--- src/rtl/core/tftp_pkg.sv ---
// ----------------------------------------------------------------------------
// tftp_pkg: shared types and codes for the TFTP client transfer controller
// Event, packet, send and phase codes, and the structs passed between blocks.
// ----------------------------------------------------------------------------
package tftp_pkg;

   localparam int unsigned ADDR_W = 3;
   localparam int unsigned DATA_W = 32;

   // register indexes on the configuration port
   typedef enum logic [0:0] {
      REG_MODE       = 1'b0,
      REG_BLOCK_SIZE = 1'b1
   } reg_type;

   localparam logic [15:0] BLOCK_SIZE_RESET = 16'd512;

   typedef enum logic [2:0] {
      OP_START     = 3'd0,
      OP_PACKET    = 3'd1,
      OP_TIMEOUT   = 3'd2,
      OP_RECV_FAIL = 3'd3,
      OP_MALFORMED = 3'd4
   } op_type;

   typedef enum logic [1:0] {
      PKT_DATA  = 2'd0,
      PKT_ACK   = 2'd1,
      PKT_ERROR = 2'd2,
      PKT_OTHER = 2'd3
   } pkt_type;

   typedef enum logic [2:0] {
      SEND_NONE = 3'd0,
      SEND_RRQ  = 3'd1,
      SEND_WRQ  = 3'd2,
      SEND_DATA = 3'd3,
      SEND_ACK  = 3'd4,
      SEND_ERR  = 3'd5
   } send_type;

   localparam logic [2:0] ERR_UNDEF   = 3'd0;
   localparam logic [2:0] ERR_ILLEGAL = 3'd4;
   localparam logic [2:0] ERR_TID     = 3'd5;

   localparam logic [2:0] PHASE_IDLE  = 3'd0;
   localparam logic [2:0] PHASE_AWAIT = 3'd1;
   localparam logic [2:0] PHASE_XFER  = 3'd2;
   localparam logic [2:0] PHASE_DONE  = 3'd3;
   localparam logic [2:0] PHASE_FAIL  = 3'd4;

   typedef struct packed {
      logic        mode;
      logic [15:0] block_size;
   } cfg_type;

   typedef struct packed {
      logic [2:0]  operation;
      logic [1:0]  packet_kind;
      logic [15:0] block_number;
      logic [15:0] payload_length;
      logic [31:0] source_addr;
      logic [15:0] source_port;
      logic [15:0] fill_length;
   } item_type;

   typedef struct packed {
      logic [2:0]  send_kind;
      logic [15:0] send_block;
      logic [15:0] send_length;
      logic [2:0]  error_code;
      logic        store_payload;
      logic        fetch_next;
      logic [2:0]  phase;
   } result_type;

endpackage

--- src/rtl/core/tftp_client_transfer_fsm.sv ---
// ----------------------------------------------------------------------------
// tftp_client_transfer_fsm: TFTP client transfer controller
// Takes one protocol event at a time and returns the packet to send.
// ----------------------------------------------------------------------------
// Usage:
//   req_* carries one event (start, received packet, timeout, receive
//   failure, malformed packet) with the packet's fields; rsp_* carries
//   exactly one result per event: what to send, store/fetch strobes and
//   the phase after the event. Both use valid/ready.
//   Configure mode and block_size over the APB-style port while idle.
//   The input register loads at the req transfer and the result register
//   loads from it when the event advances, which raises rsp_valid.
//   Throughput: one event per cycle while the receiver takes results;
//   the logic between the two registers is compares and a 16-bit increment.
//   When the receiver stalls, the result register holds, the input
//   register fills, and req_ready falls only once both are occupied.
//   Reset empties both registers, returns to the idle phase with expected
//   block one, and loads mode download and block size 512.
// ----------------------------------------------------------------------------
module tftp_client_transfer_fsm import tftp_pkg::*; (
   input  logic              clock,
   input  logic              reset,
   input  logic              req_valid,
   output logic              req_ready,
   input  logic [2:0]        req_operation,
   input  logic [1:0]        req_packet_kind,
   input  logic [15:0]       req_block_number,
   input  logic [15:0]       req_payload_length,
   input  logic [31:0]       req_source_addr,
   input  logic [15:0]       req_source_port,
   input  logic [15:0]       req_fill_length,
   output logic              rsp_valid,
   input  logic              rsp_ready,
   output logic [2:0]        rsp_send_kind,
   output logic [15:0]       rsp_send_block,
   output logic [15:0]       rsp_send_length,
   output logic [2:0]        rsp_error_code,
   output logic              rsp_store_payload,
   output logic              rsp_fetch_next,
   output logic [2:0]        rsp_phase,
   input  logic              psel,
   input  logic              penable,
   input  logic              pwrite,
   input  logic [ADDR_W-1:0] paddr,
   input  logic [DATA_W-1:0] pwdata,
   output logic [DATA_W-1:0] prdata,
   output logic              pready
);

   cfg_type    cfg;
   item_type   item_ff;
   logic       item_valid_ff;
   result_type result;
   result_type rsp_ff;
   logic       rsp_valid_ff;
   logic       advance;

   tftp_csr u_csr (
      .clock   (clock),
      .reset   (reset),
      .psel    (psel),
      .penable (penable),
      .pwrite  (pwrite),
      .paddr   (paddr),
      .pwdata  (pwdata),
      .prdata  (prdata),
      .pready  (pready),
      .cfg     (cfg)
   );

   tftp_engine u_engine (
      .clock  (clock),
      .reset  (reset),
      .step   (advance),
      .item   (item_ff),
      .cfg    (cfg),
      .result (result)
   );

   // advance when the result register is free or being drained
   assign advance   = item_valid_ff && (!rsp_valid_ff || rsp_ready);
   assign req_ready = !item_valid_ff || advance;

   always_ff @(posedge clock) begin
      if (reset) begin
         item_valid_ff <= 1'b0;
         rsp_valid_ff  <= 1'b0;
      end else begin
         if (req_ready) begin
            item_valid_ff <= req_valid;
         end
         if (advance) begin
            rsp_valid_ff <= 1'b1;
         end else if (rsp_ready) begin
            rsp_valid_ff <= 1'b0;
         end
      end
   end

   always_ff @(posedge clock) begin
      if (req_valid && req_ready) begin
         item_ff.operation      <= req_operation;
         item_ff.packet_kind    <= req_packet_kind;
         item_ff.block_number   <= req_block_number;
         item_ff.payload_length <= req_payload_length;
         item_ff.source_addr    <= req_source_addr;
         item_ff.source_port    <= req_source_port;
         item_ff.fill_length    <= req_fill_length;
      end
      if (advance) begin
         rsp_ff <= result;
      end
   end

   assign rsp_valid         = rsp_valid_ff;
   assign rsp_send_kind     = rsp_ff.send_kind;
   assign rsp_send_block    = rsp_ff.send_block;
   assign rsp_send_length   = rsp_ff.send_length;
   assign rsp_error_code    = rsp_ff.error_code;
   assign rsp_store_payload = rsp_ff.store_payload;
   assign rsp_fetch_next    = rsp_ff.fetch_next;
   assign rsp_phase         = rsp_ff.phase;

`ifndef SYNTHESIS
   a_advance_fills_rsp: assert property (@(posedge clock) disable iff (reset)
      advance |=> rsp_valid_ff)
      else $error("processed event left no result");

   a_stall_holds_item: assert property (@(posedge clock) disable iff (reset)
      (item_valid_ff && !advance) |=> (item_valid_ff && $stable(item_ff)))
      else $error("held event lost while output stalled");

   a_error_code_kind: assert property (@(posedge clock) disable iff (reset)
      (rsp_valid_ff && rsp_error_code != ERR_UNDEF) |-> rsp_send_kind == SEND_ERR)
      else $error("error code without error packet");

   a_store_is_ack: assert property (@(posedge clock) disable iff (reset)
      (rsp_valid_ff && rsp_store_payload) |->
         (rsp_send_kind == SEND_ACK && rsp_phase != PHASE_FAIL))
      else $error("payload stored without acknowledgement");

   a_fetch_is_data: assert property (@(posedge clock) disable iff (reset)
      (rsp_valid_ff && rsp_fetch_next) |->
         (rsp_send_kind == SEND_DATA && rsp_phase == PHASE_XFER))
      else $error("block fetched without data packet");
`endif

endmodule

--- src/rtl/core/tftp_csr.sv ---
// ----------------------------------------------------------------------------
// tftp_csr: configuration registers
// APB-style slave holding the transfer direction and the block size.
// ----------------------------------------------------------------------------
module tftp_csr import tftp_pkg::*; (
   input  logic              clock,
   input  logic              reset,
   input  logic              psel,
   input  logic              penable,
   input  logic              pwrite,
   input  logic [ADDR_W-1:0] paddr,
   input  logic [DATA_W-1:0] pwdata,
   output logic [DATA_W-1:0] prdata,
   output logic              pready,
   output cfg_type           cfg
);

   logic        mode_ff;
   logic [15:0] block_size_ff;
   logic        wr_en;
   reg_type     reg_sel;

   assign pready  = 1'b1;
   assign wr_en   = psel & penable & pwrite;
   assign reg_sel = reg_type'(paddr[2]);

   always_ff @(posedge clock) begin
      if (reset) begin
         mode_ff       <= 1'b0;
         block_size_ff <= BLOCK_SIZE_RESET;
      end else if (wr_en) begin
         unique case (reg_sel)
            REG_MODE:       mode_ff       <= pwdata[0];
            REG_BLOCK_SIZE: block_size_ff <= pwdata[15:0];
            default: ;
         endcase
      end
   end

   always_comb begin
      unique case (reg_sel)
         REG_MODE:       prdata = {{(DATA_W-1){1'b0}}, mode_ff};
         REG_BLOCK_SIZE: prdata = {{(DATA_W-16){1'b0}}, block_size_ff};
         default:        prdata = '0;
      endcase
   end

   assign cfg.mode       = mode_ff;
   assign cfg.block_size = block_size_ff;

endmodule

--- src/rtl/core/tftp_engine.sv ---
// ----------------------------------------------------------------------------
// tftp_engine: transfer state and per-event decision logic
// Holds phase, expected block, peer identity and the last data sent, and
// works out the reply to one event combinationally.
// ----------------------------------------------------------------------------
module tftp_engine import tftp_pkg::*; (
   input  logic       clock,
   input  logic       reset,
   input  logic       step,
   input  item_type   item,
   input  cfg_type    cfg,
   output result_type result
);

   logic [2:0]  phase_ff,     phase_in;
   logic [15:0] expected_ff,  expected_in;
   logic [31:0] peer_addr_ff, peer_addr_in;
   logic [15:0] peer_port_ff, peer_port_in;
   logic        sent_data_ff, sent_data_in;
   logic [15:0] sent_len_ff,  sent_len_in;

   logic        active;
   logic        foreign;
   logic [15:0] expected_inc;
   logic [15:0] up_len;

   assign active       = (phase_ff == PHASE_AWAIT) || (phase_ff == PHASE_XFER);
   // the first reply latches the peer, so it can never look foreign
   assign foreign      = (phase_ff == PHASE_XFER) &&
                         ((item.source_addr != peer_addr_ff) ||
                          (item.source_port != peer_port_ff));
   assign expected_inc = expected_ff + 16'd1;
   assign up_len       = (item.fill_length < cfg.block_size) ? item.fill_length
                                                             : cfg.block_size;

   always_comb begin
      phase_in     = phase_ff;
      expected_in  = expected_ff;
      peer_addr_in = peer_addr_ff;
      peer_port_in = peer_port_ff;
      sent_data_in = sent_data_ff;
      sent_len_in  = sent_len_ff;
      result       = '0;
      result.send_kind = SEND_NONE;

      if (item.operation == OP_START) begin
         phase_in         = PHASE_AWAIT;
         sent_data_in     = 1'b0;
         sent_len_in      = '0;
         expected_in      = cfg.mode ? 16'd0 : 16'd1;
         result.send_kind = cfg.mode ? SEND_WRQ : SEND_RRQ;
      end else if (active) begin
         case (item.operation)
            OP_TIMEOUT, OP_RECV_FAIL: begin
               phase_in          = PHASE_FAIL;
               result.send_kind  = SEND_ERR;
               result.error_code = ERR_UNDEF;
            end
            OP_MALFORMED: begin
               phase_in          = PHASE_FAIL;
               result.send_kind  = SEND_ERR;
               result.error_code = ERR_ILLEGAL;
            end
            OP_PACKET: begin
               if (phase_ff == PHASE_AWAIT) begin
                  peer_addr_in = item.source_addr;
                  peer_port_in = item.source_port;
                  phase_in     = PHASE_XFER;
               end
               if (foreign) begin
                  phase_in          = PHASE_FAIL;
                  result.send_kind  = SEND_ERR;
                  result.error_code = ERR_TID;
               end else if (item.packet_kind == PKT_ERROR) begin
                  // peer gave up: fail quietly
                  phase_in = PHASE_FAIL;
               end else if (!cfg.mode) begin
                  if ((item.packet_kind != PKT_DATA) ||
                      (item.block_number > expected_ff)) begin
                     phase_in          = PHASE_FAIL;
                     result.send_kind  = SEND_ERR;
                     result.error_code = ERR_ILLEGAL;
                  end else if (item.block_number == expected_ff) begin
                     if (item.payload_length < cfg.block_size) begin
                        phase_in = PHASE_DONE;
                     end
                     expected_in          = expected_inc;
                     result.send_kind     = SEND_ACK;
                     result.send_block    = item.block_number;
                     result.store_payload = 1'b1;
                  end else begin
                     // duplicate: re-acknowledge the previous block
                     result.send_kind  = SEND_ACK;
                     result.send_block = expected_ff - 16'd1;
                  end
               end else begin
                  if ((item.packet_kind != PKT_ACK) ||
                      (item.block_number > expected_ff)) begin
                     phase_in          = PHASE_FAIL;
                     result.send_kind  = SEND_ERR;
                     result.error_code = ERR_ILLEGAL;
                  end else if (item.block_number == expected_ff) begin
                     if (sent_data_ff && (sent_len_ff < cfg.block_size)) begin
                        phase_in = PHASE_DONE;
                     end else begin
                        expected_in        = expected_inc;
                        sent_data_in       = 1'b1;
                        sent_len_in        = up_len;
                        result.send_kind   = SEND_DATA;
                        result.send_block  = expected_inc;
                        result.send_length = up_len;
                        result.fetch_next  = 1'b1;
                     end
                  end
               end
            end
            default: ;
         endcase
      end
      result.phase = phase_in;
   end

   always_ff @(posedge clock) begin
      if (reset) begin
         phase_ff     <= PHASE_IDLE;
         expected_ff  <= 16'd1;
         peer_addr_ff <= '0;
         peer_port_ff <= '0;
         sent_data_ff <= 1'b0;
         sent_len_ff  <= '0;
      end else if (step) begin
         phase_ff     <= phase_in;
         expected_ff  <= expected_in;
         peer_addr_ff <= peer_addr_in;
         peer_port_ff <= peer_port_in;
         sent_data_ff <= sent_data_in;
         sent_len_ff  <= sent_len_in;
      end
   end

endmodule

--- config.mk ---
export PLATFORM = sky130hd
export DESIGN_NAME = tftp_client_transfer_fsm
export DESIGN_NICKNAME = d
export VERILOG_FILES = /design/src/rtl/core/tftp_pkg.sv /design/src/rtl/core/tftp_client_transfer_fsm.sv /design/src/rtl/core/tftp_csr.sv /design/src/rtl/core/tftp_engine.sv
export SDC_FILE = /design/constraint.sdc
export NUM_CORES = 1
export LEC_CHECK = 0
export BUFFER_PORTS_ARGS = -buffer_cell sky130_fd_sc_hd__buf_4
export CORE_MARGIN = 1.5
export CORE_UTILIZATION = 45
export CTS_CLUSTER_DIAMETER = 50
export CTS_CLUSTER_SIZE = 20
export DETAILED_ROUTE_END_ITERATION = 6
export PLACE_DENSITY = 0.69
export SKIP_CTS_REPAIR_TIMING = 1
export SYNTH_ARGS = -nofsm -noshare
export SYNTH_HDL_FRONTEND = slang
export SYNTH_HIERARCHICAL = 1
export SYNTH_SLANG_ARGS = --single-unit
--- constraint.sdc ---
create_clock -name clock -period 3.15 [get_ports clock]
set_clock_uncertainty 0.05 [all_clocks]
set_input_delay 0.1575 -clock clock [delete_from_list [all_inputs] [get_ports clock]]
set_output_delay 0.1575 -clock clock [all_outputs]
set_load 0.005 [all_outputs]
==> run summary <==
The run finished with clean final reports. The total of flip-flops plus latches after synthesis is 247, and the peak supply drop is 0.430 mV. H-tree depth: 1. The worst path meets setup with 50.5 ps of slack.

The number of primary I/O pins is 221, and the number of flops mapped to enable cells by yosys is 144. The power per standard cell area was 454 nW/um^2. The tree built by TritonCTS fans out to 247 sinks. The via-per-instance ratio works out to 5.22.

From bottom edge to top edge, the die measures 167 microns. After routing the design area is 16600 sq um. Once detail routing completed, the nets flagged for antenna violations numbered 0. The logs give -20.1 ps for the pre-CTS setup slack and 12200 sq um for the summed instance area of the synthesized netlist.

The post-synthesis to final-layout area growth works out to 36.8%. Clock-pin slew was measured on the worst setup and hold paths at 60 ps. Max capacitance violation total: 0. Dividing the final minimum period by the clock period gives 98.4%. For this run, the number of standard cells in the final layout without fillers is 1869. The clock passes through at most 3 buffers. For this configuration, the core starts out at a cell density of 46.2%.

The cell type with the highest aggregate area in the netlist was sky130_fd_sc_hd__edfxtp_1. In the final layout, the share of cells above drive strength 1 is 24.4%. For the worst flop-to-flop path, the logic depth is 9. The final layout contains 1717 nets. The detailed-route wire length per cell is 16.6 microns.

By area the synthesized netlist is led by sky130_fd_sc_hd__edfxtp_1, sky130_fd_sc_hd__dfxtp_1, sky130_fd_sc_hd__ha_1. In this run the worst path has a maximum fanout of 4. The logs give 60 for the largest net degree at the start of global routing and 3530 ps for the arrival time of the worst setup path. After filler insertion, the fill cell instance count of the layout stands at 2063.

STA classifies the critical path startpoint as a register. The delay of the slowest cell on the worst path works out to 580 ps. From left edge to right edge, the die measures 167 microns.

For the pin with the worst max-slew slack, the measured transition is 1010 ps. The static leakage was 6.57 nW. The tools report the final max-slew violation count as 0. TritonCTS built the clock tree. The overall fraction of global-route tracks in use is 20.4%.

Counting stages on the worst path, the most repeated cell is sky130_fd_sc_hd__or4_4. Synthesis instantiated 72 different standard cells from the library. For the total clock buffers created by CTS, the log shows 28. The tools report the number of standard-cell rows in the floorplan as 59. The run gives 1 as the initial antenna violation count.

Dominant synthesized flop cell: sky130_fd_sc_hd__edfxtp_1. The pre-antenna-repair detailed-routing pass consisted of 5 iterations. Global routing finished with a remaining overflow of 0. The critical path goes through inv_2, ha_4, nand3_2, or4_4, and4b_1, or4_4, a221o_1, or3b_1, a21oi_2. The via count of the first global-routing pass came out at 9049.

Once layout is complete, the utilization of the core stands at 63.3%. Data on the critical path is required at its endpoint by 3580 ps. The largest individual stage delay along the critical path comes from the cell sky130_fd_sc_hd__or4_4. Of all flip-flops after synthesis, the portion carrying an async set or reset was 0%. In the synthesized netlist, the number of instances is 1152.

The DRC violation count after routing was 0. For the achievable frequency, the log shows 323 MHz. The number of warnings reported in the yosys synthesis log is 6, and the proportion of synthesized chip area in sequential cells is 52.6%.

Setup repair after global routing could not meet its margin everywhere. The category of the critical setup timing path was reg -> reg. The first global-routing pass estimated 46000 microns of wire.

Input and output buffers added on the ports amount to 185. Including well taps, the total number of placed cells is 1693. Final hold analysis gives a worst-case slack of 29.3 ps.

The portion of synthesized cell area occupied by the leading cell type was 35.6%. The starting DRC count in detailed routing was 566. The count of final hold-check violations is 0, and the number of stages on the worst hold path is 2. The half-perimeter wire length after placement was 20900 microns. Each instance of the synthesized netlist takes up on average 10.5 sq um. Setup violations remaining at the end of the flow were counted as 0. Clock latency on the worst-skew pair, taken at its later pin, is 570 ps. The capturing element type of the critical path was a register. The root buffer cell chosen for the clock tree is sky130_fd_sc_hd__clkbuf_16. Summed over all layers, the routed wires come to 31100 microns.

The worst hold path belongs to the class in -> reg. For the finished layout, the period the worst path requires is 3100 ps. Instance area after placement: 14300 sq um. The floorplan step defined a die boundary enclosing 28000 sq um. The logs give 26300 sq um for the placeable core area and 9761 for the overall via count from detail_route. At the end of routability-driven placement, the weighted congestion stood at 0.892. Headroom to the max-slew limit came out at 32.6%.
[kinds of logic after synthesis]
| family | share of synthesized area (%) |
|---|---|
| AO/OA/AOI/OAI | 9.46 |
| XOR/XNOR | 5.41 |
| adder cells (fa/ha/maj) | 6.49 |
| buffers and inverters | 4.65 |
| flip-flops | 52.6 |
| multiplexers | 4.13 |
| other | 0.0927 |
| AND/OR/NAND/NOR | 17.2 |
[final timing paths]
check | from | endpoint | slack [ps]
max | u_csr/block_size_ff[8]$_SDFFE_PP0P_ | u_engine/expected_ff[1]$_SDFFE_PP0P_ | 50
min | reset | u_engine/phase_ff[0]$_SDFFE_PP0P_ | 30
max reg2reg | u_csr/block_size_ff[8]$_SDFFE_PP0P_ | u_engine/expected_ff[1]$_SDFFE_PP0P_ | 50
min reg2reg | u_engine/peer_addr_ff[8]$_SDFFE_PP0P_ | u_engine/peer_addr_ff[8]$_SDFFE_PP0P_ | 410
[cell usage after synthesis, types with 22 or more instances]
| master | n |
|---|---|
| sky130_fd_sc_hd__nand2b_1 | 38 |
| sky130_fd_sc_hd__inv_1 | 44 |
| sky130_fd_sc_hd__xor2_1 | 50 |
| sky130_fd_sc_hd__edfxtp_1 | 144 |
| sky130_fd_sc_hd__dfxtp_1 | 103 |
| sky130_fd_sc_hd__nand2_1 | 141 |
| sky130_fd_sc_hd__ha_1 | 63 |
| sky130_fd_sc_hd__buf_4 | 22 |
| sky130_fd_sc_hd__clkbuf_1 | 43 |
| sky130_fd_sc_hd__mux2i_1 | 49 |
| sky130_fd_sc_hd__xnor2_1 | 25 |
| sky130_fd_sc_hd__nor2_1 | 81 |
| sky130_fd_sc_hd__nand3_1 | 24 |
| sky130_fd_sc_hd__a21oi_1 | 85 |
| sky130_fd_sc_hd__o21ai_0 | 22 |
[stage by stage]
step / TNS, ps / total power, mW
2_1_floorplan: 0 / 3.92
3_3_place_gp: 0 / 4.18
3_5_place_dp: -69.9 / 4.19
4_1_cts: -400 / 7.47
5_1_grt: -463 / 7.82
6_report: 0 / 7.54
[placed cells by master, fill, tap and decap left out, types with 18 or more instances in the layout]
cell type,n
sky130_fd_sc_hd__nor2_1,80
sky130_fd_sc_hd__o21ai_0,21
sky130_fd_sc_hd__dfxtp_1,97
sky130_fd_sc_hd__clkbuf_16,28
sky130_fd_sc_hd__a21oi_1,83
sky130_fd_sc_hd__ha_1,56
sky130_fd_sc_hd__dlygate4sd3_1,121
sky130_fd_sc_hd__conb_1,18
sky130_fd_sc_hd__inv_1,36
sky130_fd_sc_hd__or3_1,19
sky130_fd_sc_hd__xnor2_1,25
sky130_fd_sc_hd__mux2i_1,49
sky130_fd_sc_hd__edfxtp_1,144
sky130_fd_sc_hd__xor2_1,50
sky130_fd_sc_hd__buf_4,264
sky130_fd_sc_hd__nand2_1,141
sky130_fd_sc_hd__nand3_1,22
sky130_fd_sc_hd__nand2b_1,38
[critical path: cells and delay by family (launching register included)]
kind	cells	cell delay (ps)
AND/OR/NAND/NOR	5	1760
buffers and inverters	1	70
AO/OA/AOI/OAI	2	520
flip-flops	1	360
adder cells (fa/ha/maj)	1	270
[report_power, final]
| part | total (mW) | leakage, nW | switching [mW] | internal [mW] |
|---|---|---|---|---|
| sequential | 3.59 | 2.24 | 0.0643 | 3.53 |
| combinational | 0.668 | 3.86 | 0.302 | 0.366 |
| clock | 3.28 | 0.460 | 1.39 | 1.89 |
| total | 7.54 | 6.57 | 1.76 | 5.79 |
[area by class of cell]
type	instances	area, sq um	area share, %
diodes	1	2.50	0.0150
clock buffers	33	739	4.45
clock inverters	19	215	1.29
inverters	45	171	1.03
multi-input cells	801	5430	32.7
flip-flops and latches	247	6390	38.5
well taps	335	419	2.52
repair buffers	388	3250	19.6
[per-layer routing]
layer / up-vias / share of wire, % / global-route usage, %
li1: 4786 / - / -
met5: - / 0 / 0
met4: 0 / 2.2 / 5.41
met3: 53 / 5.4 / 3.40
met1: 4642 / 42 / 26.1
met2: 280 / 50 / 35.9
[flip-flops by register name, summed over array words and instances (netlist names), 3 cells and up]
name / count
item_ff: 101
rsp_error_code: 3
rsp_phase: 3
rsp_send_block: 16
rsp_send_kind: 3
rsp_send_length: 16
u_csr/block_size_ff: 16
u_engine/expected_ff: 16
u_engine/peer_addr_ff: 32
u_engine/peer_port_ff: 16
u_engine/phase_ff: 3
u_engine/sent_len_ff: 16
No activity file was read; power rests on OpenSTA's default activity.
